**src/sv/msfg_pkg.sv**
```systemverilog
`timescale 1ns / 1ps

package msfg_pkg;

  // Command codes
  localparam logic [2:0] CMD_REMOTE  = 3'd0;
  localparam logic [2:0] CMD_LOCAL   = 3'd1;
  localparam logic [2:0] CMD_OUT_ON  = 3'd2;
  localparam logic [2:0] CMD_OUT_OFF = 3'd3;
  localparam logic [2:0] CMD_SET_V   = 3'd4;
  localparam logic [2:0] CMD_SET_I   = 3'd5;

  localparam int unsigned IDX_W = 4;

  localparam logic [IDX_W-1:0] REMOTE_LEN = 4'd13;
  localparam logic [IDX_W-1:0] LOCAL_LEN  = 4'd12;
  localparam logic [IDX_W-1:0] FRAME_LEN  = 4'd11;
  localparam logic [IDX_W-1:0] CRC_SPAN   = 4'd9;
  localparam logic [IDX_W-1:0] IDX_REG    = 4'd3;
  localparam logic [IDX_W-1:0] IDX_VAL_HI = 4'd7;
  localparam logic [IDX_W-1:0] IDX_VAL_LO = 4'd8;
  localparam logic [IDX_W-1:0] IDX_CRC_HI = 4'd9;
  localparam logic [IDX_W-1:0] IDX_CRC_LO = 4'd10;
  localparam logic [IDX_W-1:0] HDR_LEN    = 4'd7;

  localparam logic [15:0] CRC_INIT = 16'hFFFF;
  localparam logic [15:0] CRC_POLY = 16'hA001;
  localparam logic [15:0] SCALE_V  = 16'd100;
  localparam logic [15:0] SCALE_I  = 16'd1000;

  localparam logic [7:0] REMOTE_TEXT [13] = '{
    8'h53, 8'h59, 8'h53, 8'h54, 8'h3A, 8'h52, 8'h45, 8'h4D, 8'h4F, 8'h54, 8'h45,
    8'h0D, 8'h0A
  };

  localparam logic [7:0] LOCAL_TEXT [12] = '{
    8'h53, 8'h59, 8'h53, 8'h54, 8'h3A, 8'h4C, 8'h4F, 8'h43, 8'h41, 8'h4C,
    8'h0D, 8'h0A
  };

  localparam logic [7:0] POWER_FRAME [11] = '{
    8'h00, 8'h10, 8'h10, 8'h04, 8'h00, 8'h01, 8'h02, 8'h00, 8'h01, 8'h7A, 8'h45
  };

  localparam logic [7:0] FRAME_HDR [7] = '{
    8'h00, 8'h10, 8'h10, 8'h00, 8'h00, 8'h01, 8'h02
  };

  typedef enum logic {
    ST_IDLE,
    ST_EMIT
  } state_e;

  // Controller to datapath
  typedef struct packed {
    logic             capture;
    logic             load;
    logic             last;
    logic [2:0]       cmd;
    logic [IDX_W-1:0] idx;
  } dp_cmd_t;

  // Datapath to controller
  typedef struct packed {
    logic out_free;
  } dp_sts_t;

  function automatic logic [IDX_W-1:0] msg_len(input logic [2:0] cmd);
    logic [IDX_W-1:0] n;
    case (cmd)
      CMD_REMOTE:  n = REMOTE_LEN;
      CMD_LOCAL:   n = LOCAL_LEN;
      CMD_OUT_ON,
      CMD_OUT_OFF,
      CMD_SET_V,
      CMD_SET_I:   n = FRAME_LEN;
      default:     n = '0;
    endcase
    return n;
  endfunction

  function automatic logic is_set_cmd(input logic [2:0] cmd);
    return (cmd == CMD_SET_V) || (cmd == CMD_SET_I);
  endfunction

  // One byte of CRC-16/Modbus, reflected
  function automatic logic [15:0] crc_step(input logic [15:0] crc, input logic [7:0] b);
    logic [15:0] c;
    c = crc ^ {8'h00, b};
    for (int k = 0; k < 8; k++) begin
      c = c[0] ? ((c >> 1) ^ CRC_POLY) : (c >> 1);
    end
    return c;
  endfunction

  function automatic logic [7:0] msg_byte(input logic [2:0] cmd, input logic [IDX_W-1:0] idx,
                                          input logic [15:0] scaled, input logic [15:0] crc);
    logic [7:0] b;
    b = 8'h00;
    case (cmd)
      CMD_REMOTE: begin
        if (idx < REMOTE_LEN) b = REMOTE_TEXT[idx];
      end
      CMD_LOCAL: begin
        if (idx < LOCAL_LEN) b = LOCAL_TEXT[idx];
      end
      CMD_OUT_ON, CMD_OUT_OFF: begin
        if (idx < FRAME_LEN) b = POWER_FRAME[idx];
      end
      CMD_SET_V, CMD_SET_I: begin
        if (idx == IDX_REG) b = {7'd0, cmd == CMD_SET_I};
        else if (idx < HDR_LEN) b = FRAME_HDR[idx[2:0]];
        else if (idx == IDX_VAL_HI) b = scaled[15:8];
        else if (idx == IDX_VAL_LO) b = scaled[7:0];
        else if (idx == IDX_CRC_HI) b = crc[15:8];
        else if (idx == IDX_CRC_LO) b = crc[7:0];
      end
      default: b = 8'h00;
    endcase
    return b;
  endfunction

endpackage

```
**src/sv/msfg_dp.sv**
```systemverilog
`timescale 1ns / 1ps

module msfg_dp import msfg_pkg::*; (
  input  logic        clk_i,
  input  logic        rst_ni,
  input  dp_cmd_t     ctl_i,
  output dp_sts_t     sts_o,
  input  logic [15:0] set_value_i,
  input  logic        out_stall_i,
  output logic        out_valid_o,
  output logic [7:0]  tx_byte_o,
  output logic        last_byte_o
);

  logic        out_valid_q, out_valid_d;
  logic [7:0]  tx_byte_q;
  logic        last_q;
  logic [15:0] scaled_q, scaled_d;
  logic [15:0] crc_q;
  logic [7:0]  byte_d;
  logic        crc_upd;

  // Scaled setting wraps to 16 bits
  assign scaled_d = set_value_i * ((ctl_i.cmd == CMD_SET_I) ? SCALE_I : SCALE_V);
  assign byte_d   = msg_byte(ctl_i.cmd, ctl_i.idx, scaled_q, crc_q);
  assign crc_upd  = ctl_i.load && is_set_cmd(ctl_i.cmd) && (ctl_i.idx < CRC_SPAN);

  assign sts_o.out_free = !out_valid_q || !out_stall_i;

  always_comb begin
    out_valid_d = out_valid_q;
    if (ctl_i.load) begin
      out_valid_d = 1'b1;
    end else if (!out_stall_i) begin
      out_valid_d = 1'b0;
    end
  end

  always_ff @(posedge clk_i or negedge rst_ni) begin
    if (!rst_ni) begin
      out_valid_q <= 1'b0;
    end else begin
      out_valid_q <= out_valid_d;
    end
  end

  always_ff @(posedge clk_i) begin
    if (ctl_i.capture) begin
      scaled_q <= scaled_d;
      crc_q    <= CRC_INIT;
    end else if (crc_upd) begin
      crc_q <= crc_step(crc_q, byte_d);
    end
    if (ctl_i.load) begin
      tx_byte_q <= byte_d;
      last_q    <= ctl_i.last;
    end
  end

  assign out_valid_o = out_valid_q;
  assign tx_byte_o   = tx_byte_q;
  assign last_byte_o = last_q;

  a_crc_seed: assert property (@(posedge clk_i) disable iff (!rst_ni)
    ctl_i.capture |=> crc_q == CRC_INIT)
    else $error("crc not seeded on capture");

  a_load_shows: assert property (@(posedge clk_i) disable iff (!rst_ni)
    ctl_i.load |=> out_valid_q)
    else $error("loaded word not presented");

  a_no_overwrite: assert property (@(posedge clk_i) disable iff (!rst_ni)
    ctl_i.load |-> (!out_valid_q || !out_stall_i))
    else $error("held word overwritten");

endmodule

```
**src/sv/msfg_ctrl.sv**
```systemverilog
`timescale 1ns / 1ps

module msfg_ctrl import msfg_pkg::*; (
  input  logic       clk_i,
  input  logic       rst_ni,
  input  logic       in_valid_i,
  output logic       in_stall_o,
  input  logic [2:0] command_i,
  input  dp_sts_t    sts_i,
  output dp_cmd_t    ctl_o
);

  state_e           state_q, state_d;
  logic [2:0]       cmd_q, cmd_d;
  logic [IDX_W-1:0] idx_q, idx_d;
  logic             accept;
  logic             is_last;

  assign accept  = in_valid_i && (state_q == ST_IDLE);
  assign is_last = (idx_q == msg_len(cmd_q) - 1'b1);

  // Next state
  always_comb begin
    state_d = state_q;
    cmd_d   = cmd_q;
    idx_d   = idx_q;
    case (state_q)
      ST_IDLE: begin
        if (accept) begin
          cmd_d = command_i;
          idx_d = '0;
          // Drop unknown commands: nothing to send
          if (msg_len(command_i) != '0) state_d = ST_EMIT;
        end
      end
      ST_EMIT: begin
        if (sts_i.out_free) begin
          idx_d = idx_q + 1'b1;
          if (is_last) state_d = ST_IDLE;
        end
      end
      default: state_d = ST_IDLE;
    endcase
  end

  // Outputs
  always_comb begin
    in_stall_o    = 1'b1;
    ctl_o.capture = 1'b0;
    ctl_o.load    = 1'b0;
    ctl_o.last    = is_last;
    ctl_o.cmd     = cmd_q;
    ctl_o.idx     = idx_q;
    case (state_q)
      ST_IDLE: begin
        in_stall_o    = 1'b0;
        ctl_o.capture = accept;
        ctl_o.cmd     = command_i;
      end
      ST_EMIT: begin
        ctl_o.load = sts_i.out_free;
      end
      default: in_stall_o = 1'b1;
    endcase
  end

  always_ff @(posedge clk_i or negedge rst_ni) begin
    if (!rst_ni) begin
      state_q <= ST_IDLE;
      cmd_q   <= CMD_REMOTE;
      idx_q   <= '0;
    end else begin
      state_q <= state_d;
      cmd_q   <= cmd_d;
      idx_q   <= idx_d;
    end
  end

  a_idx_range: assert property (@(posedge clk_i) disable iff (!rst_ni)
    state_q == ST_EMIT |-> idx_q < msg_len(cmd_q))
    else $error("byte index past end of message");

  a_last_ends: assert property (@(posedge clk_i) disable iff (!rst_ni)
    ctl_o.load && ctl_o.last |=> state_q == ST_IDLE)
    else $error("no return to idle after last byte");

  a_known_cmd: assert property (@(posedge clk_i) disable iff (!rst_ni)
    state_q == ST_EMIT |-> msg_len(cmd_q) != '0)
    else $error("emitting for an unknown command");

endmodule

```
**src/sv/modbus_setpoint_frame_generator.sv**
```systemverilog
`timescale 1ns / 1ps

// Channel | Handshake             | Payload
// --------+-----------------------+----------------------------------
// in      | in_valid_i/in_stall_o | command_i[2:0], set_value_i[15:0]
// out     | out_valid_o/out_stall_i | tx_byte_o[7:0], last_byte_o
//
// A command sends N bytes, N being 13 (remote), 12 (local) or 11 (frames);
// an unknown command sends nothing. The byte sequencer loads one word per
// cycle into the output register while the output is not stalled, and
// updates the CRC one byte per cycle over the set-frame bytes it covers.
// Reset clears the sequencer and output valid; the input is taken right after.
// An output stall holds the word and pauses the sequencer.

module modbus_setpoint_frame_generator import msfg_pkg::*; (
  input  logic        clk_i,
  input  logic        rst_ni,
  input  logic        in_valid_i,
  output logic        in_stall_o,
  input  logic [2:0]  command_i,
  input  logic [15:0] set_value_i,
  output logic        out_valid_o,
  input  logic        out_stall_i,
  output logic [7:0]  tx_byte_o,
  output logic        last_byte_o
);

  dp_cmd_t ctl;
  dp_sts_t sts;

  msfg_ctrl u_ctrl (
    .clk_i      (clk_i),
    .rst_ni     (rst_ni),
    .in_valid_i (in_valid_i),
    .in_stall_o (in_stall_o),
    .command_i  (command_i),
    .sts_i      (sts),
    .ctl_o      (ctl)
  );

  msfg_dp u_dp (
    .clk_i       (clk_i),
    .rst_ni      (rst_ni),
    .ctl_i       (ctl),
    .sts_o       (sts),
    .set_value_i (set_value_i),
    .out_stall_i (out_stall_i),
    .out_valid_o (out_valid_o),
    .tx_byte_o   (tx_byte_o),
    .last_byte_o (last_byte_o)
  );

endmodule

```
**config.mk**
```make
export PLATFORM = sky130hd
export DESIGN_NAME = modbus_setpoint_frame_generator
export DESIGN_NICKNAME = d
export VERILOG_FILES = /design/src/sv/msfg_pkg.sv /design/src/sv/msfg_dp.sv /design/src/sv/msfg_ctrl.sv /design/src/sv/modbus_setpoint_frame_generator.sv
export SDC_FILE = /design/constraint.sdc
export NUM_CORES = 1
export LEC_CHECK = 0
export ABC_AREA = 1
export BUFFER_PORTS_ARGS = -buffer_cell sky130_fd_sc_hd__buf_4
export CAP_MARGIN = 40
export CORE_AREA = 4 4 121 88
export CTS_CLUSTER_DIAMETER = 60
export CTS_CLUSTER_SIZE = 28
export DETAILED_ROUTE_END_ITERATION = 10
export DIE_AREA = 0 0 125 92
export PLACE_DENSITY = 0.77
export SLEW_MARGIN = 20
export SYNTH_ARGS = -nofsm -noshare
export SYNTH_HDL_FRONTEND = slang
export SYNTH_HIERARCHICAL = 1
export SYNTH_SLANG_ARGS = --single-unit
export TNS_END_PERCENT = 20
```
**constraint.sdc**
```tcl
create_clock -name clk_i -period 5.65 [get_ports clk_i]
set_input_delay 0.565 -clock clk_i [delete_from_list [all_inputs] [get_ports clk_i]]
set_output_delay 0.565 -clock clk_i [all_outputs]
set_load 0.02 [all_outputs]
```
==> summary.txt <==
Floorplanning
  • Die area: between 10000 and 15000 um^2
  • Core area: between 9000 and 10000 um^2
  • Ports: 34
  • Initial Utilization: between 50% and 60%
  • Chip Width: 125 um
  • Chip height: 92 um
  • # rows: 30

Timing
  • Period minus WS final: 5.30 ns
  • Period utilization: 93.7%
  • Relative slew slack: 52.5%
  • RSZ-0062 raised after global routing: no
  • F_max: 189 MHz
  • Worst Skew: approximately 0.013 ns
  • Max-slew violation count: 0
  • Final setup vio count: 0
  • Fin. Hold Viols: 0
  • Slew of the pin with the lowest slew margin: 0.712 ns

Place
  • Buffers on Ports: 31
  • Detailed placement HPWL: 10.2 mm
  • Final GP Congestion: 0.945
  • Placed Cells: 862

Layout
  • Antenna Cells: 0
  • Final nets: 851
  • Layout cells sized above 1: approximately 17%
  • FF/Latch Area: 1240 um^2
  • Fill cells: 838
  • Non-filler cells, final: slightly below 900
  • Area Overhead vs Synth: 11.8%
  • Multi-input combinational cell area: 3500 um^2

Route
  • WL per Instance: 14.4 um
  • DRT antenna net count: 0
  • Post-route DRC: 0
  • First-pass DRT Iterations: 5
  • DRT iter0 DRCs: 532
  • Drt total wl: 12.5 mm
  • Via count: 4720
  • Avg Vias per Cell: between 5 and 6

Worst setup path
  • Crit Path Category: flop to flop
  • Arrival time worst endpoint: 5.33 ns
  • Delay-heaviest family, CP: adder cells
  • CP dominant cell by count: nand2_1
  • Worst endpoint required time: 5.69 ns
  • Slowest stage delay, CP: 0.55 ns
  • Setup crit end kind: flop
  • CP Max Fanout: 11
  • Startpoint types: flop
  • Crit-path cells: nor2_1 -> a21oi_2 -> inv_1 -> nand3_2 -> buf_4 -> nor2_1 -> inv_1 -> nand2_1 -> o21ai_0 -> xor2_1 -> fa_1 -> inv_1 -> fa_1 -> fa_1 -> ha_1 -> ha_1 -> a21oi_1 -> nand2_1 -> a21oi_1 -> o21bai_1 -> nand2_1 -> nand2_1 -> a21oi_1 -> xnor2_1
  • CP max stage cell: fa_1
  • CP bufs+invs: 4

Run status
  • Status: finished clean

Synthesis
  • Yosys cell types: 42
  • EDFF count, synth: 23
  • Cell area after synthesis: 5290 um^2
  • Ys async rst share: between 10% and 20%
  • Ys Warns: 6
  • Top cells by area, synth: edfxtp_1 (13%), ha_1 (13%), fa_1 (12%), nand2_1 (10%), inv_1 (8.8%)
  • Synth top area share: 13.0%
  • Post-Syn Instances: 700
  • Register area share after synthesis: 23.4%
  • Syn_area_per_cell: 7.56 um^2
  • Post-synth top flop: edfxtp_1
  • Cell taking the most area after synthesis: edfxtp_1
  • Synthesis-stage register bit count: 48

Global route
  • Via count of the first global-routing pass: around 4600
  • M2 GR Usage: 36.3%
  • Met3 GRT Util: 3.20%
  • Overall routing resource usage: between 20% and 30%
  • Grt met1 use: 32.1%
  • Grt ovf: 0
  • First-pass GRT wire length: 21.4 mm
  • Initial antenna violation count: 0
  • Largest net degree at the start of global routing: 25
  • Busiest layer in global routing: met2

Clock tree
  • Htree depth: 2
  • Post-CTS Setup Bufs: 0
  • Worst-Skew Late Latency: ~0.29 ns
  • Clk sinks: between 40 and 50
  • CTS buffer count: 5
  • CTS tree: built
  • Root Driver: clkbuf_16
  • Hold-fix buffers, CTS: 0
  • Clk slew on worst S/H paths: 0.07 ns
  • Clock Path Buffers: 2

Job
  • Max Cap Viol: 0

Worst hold path
  • Type of the worst min-delay path: input port to async pin
-- synthesized netlist by cell type (3+ instances only) --
library cell  instances
nand2_1             142
inv_1               124
nand3_1              58
nor2_1               54
ha_1                 53
fa_1                 33
a21oi_1              29
nand2_2              29
o21ai_0              24
edfxtp_1             23
dfxtp_1              16
xor2_1               13
inv_2                11
dfrtp_1               9
nor2_2                9
o211ai_1              9
nand4_1               8
xnor2_1               8
buf_6                 4
clkbuf_1              4
nor2_4                4
a21oi_2               3
nand3_2               3
o21ai_1               3
o21bai_1              3
-- layout make-up --
class / count / share of cell area [%]
Tap cell: 128 / 2.71
Clock buffer: 7 / 2.96
Clock inverter: 1 / 0.148
Inverter: 137 / 8.69
Sequential cell: 48 / 20.9
Multi-Input combinational cell: 508 / 59.1
Timing Repair Buffer: 42 / 5.45
-- per-stage QoR --
| step | util, % | setup slack (ns) | hold slack [ns] | area [um^2] | setup TNS (ns) |
|---|---|---|---|---|---|
| 6_report | 62.1 | 0.353 | 0.0870 | 5920 | 0 |
| 5_1_grt | 62.1 | 0.0352 | 0.0857 | 5920 | 0 |
| 4_1_cts | 61.7 | 0.175 | 0.0885 | 5880 | 0 |
| 3_5_place_dp | 59.8 | -0.00123 | 0.396 | 5700 | -0.00123 |
| 3_3_place_gp | 59.8 | 0.185 | 0.393 | 5700 | 0 |
| 2_1_floorplan | - | 0.273 | 0.269 | 5310 | 0 |
-- worst register-to-register path, delay by kind of cell (launching register included) --
family	cells	cell delay, ns
simple gates	7	0.81
compound gates	6	0.76
flops	1	0.46
xor+xnor	2	0.27
buf+inv	4	0.48
fa+ha+maj	5	2.28
-- kinds of logic (layout without fill, tap and decap cells) --
| kind of cell | Yosys count | after routing | synth area share [%] |
|---|---|---|---|
| xor+xnor | 21 | 21 | 3.47 |
| simple gates | 317 | 317 | 28.2 |
| buf+inv | 147 | 187 | 11.1 |
| flops | 48 | 48 | 23.4 |
| fa+ha+maj | 86 | 86 | 25.0 |
| compound gates | 79 | 79 | 8.70 |
| other cells | 2 | 5 | 0.142 |
-- registers in the layout (all words and copies together) (netlist names) --
name / cells
u_ctrl/cmd_q: 3
u_ctrl/idx_q: 4
u_ctrl/state_q: 1
u_dp/crc_q: 16
u_dp/last_byte_o: 1
u_dp/out_valid_o: 1
u_dp/scaled_q: 14
u_dp/tx_byte_o: 8
-- what timing repair did --
action / in CTS / in global routing
resized for setup: 0 / 8
endpoints found under the setup margin: 0 / 2
hold endpoints to repair: 0 / 0
-- final timing paths --
check | startpoint | endpoint | slack, ns | cells after the start
max in group asynchronous | rst_ni | u_ctrl/state_q | 5.42 | 1
max | u_ctrl/state_q | u_dp/scaled_q[15] | 0.35 | 24
min reg2reg | u_dp/crc_q[9] | u_dp/crc_q[9] | 0.51 | 2
max reg2reg | u_ctrl/state_q | u_dp/scaled_q[15] | 0.35 | 24
min in group clk_i | u_dp/crc_q[9] | u_dp/crc_q[9] | 0.51 | 2
min | rst_ni | u_ctrl/cmd_q[2] | 0.09 | 1
-- per-layer routing --
| metal | up-vias | part of all wire [%] | routed length, um |
|---|---|---|---|
| met3 | 18 | 8.3 | 1040 |
| met5 | - | 0 | 0 |
| met4 | 0 | 1.5 | 193 |
| met1 | 2191 | 46 | 5760 |
| met2 | 206 | 44 | 5540 |
| li1 | 2305 | - | - |
-- placed cells by master, fill, tap and decap left out, types with 6 or more instances in the layout --
cell,netlist,routed
clkbuf_16,0,7
nor2_1,54,52
dfrtp_1,9,8
buf_4,2,41
a21oi_2,3,6
nand2_2,29,29
xnor2_1,8,8
nand4_1,8,8
fa_1,33,33
nor2_2,9,11
ha_1,53,53
nand3_1,58,57
dfxtp_1,16,16
o211ai_1,9,9
a21oi_1,29,26
xor2_1,13,13
inv_2,11,11
nand2_1,142,142
o21ai_0,24,23
edfxtp_1,23,23
inv_1,124,124
Power is left out: the tool's default activity adds up to more than one toggle a clock period on the data nets, which glitch-free logic cannot reach.
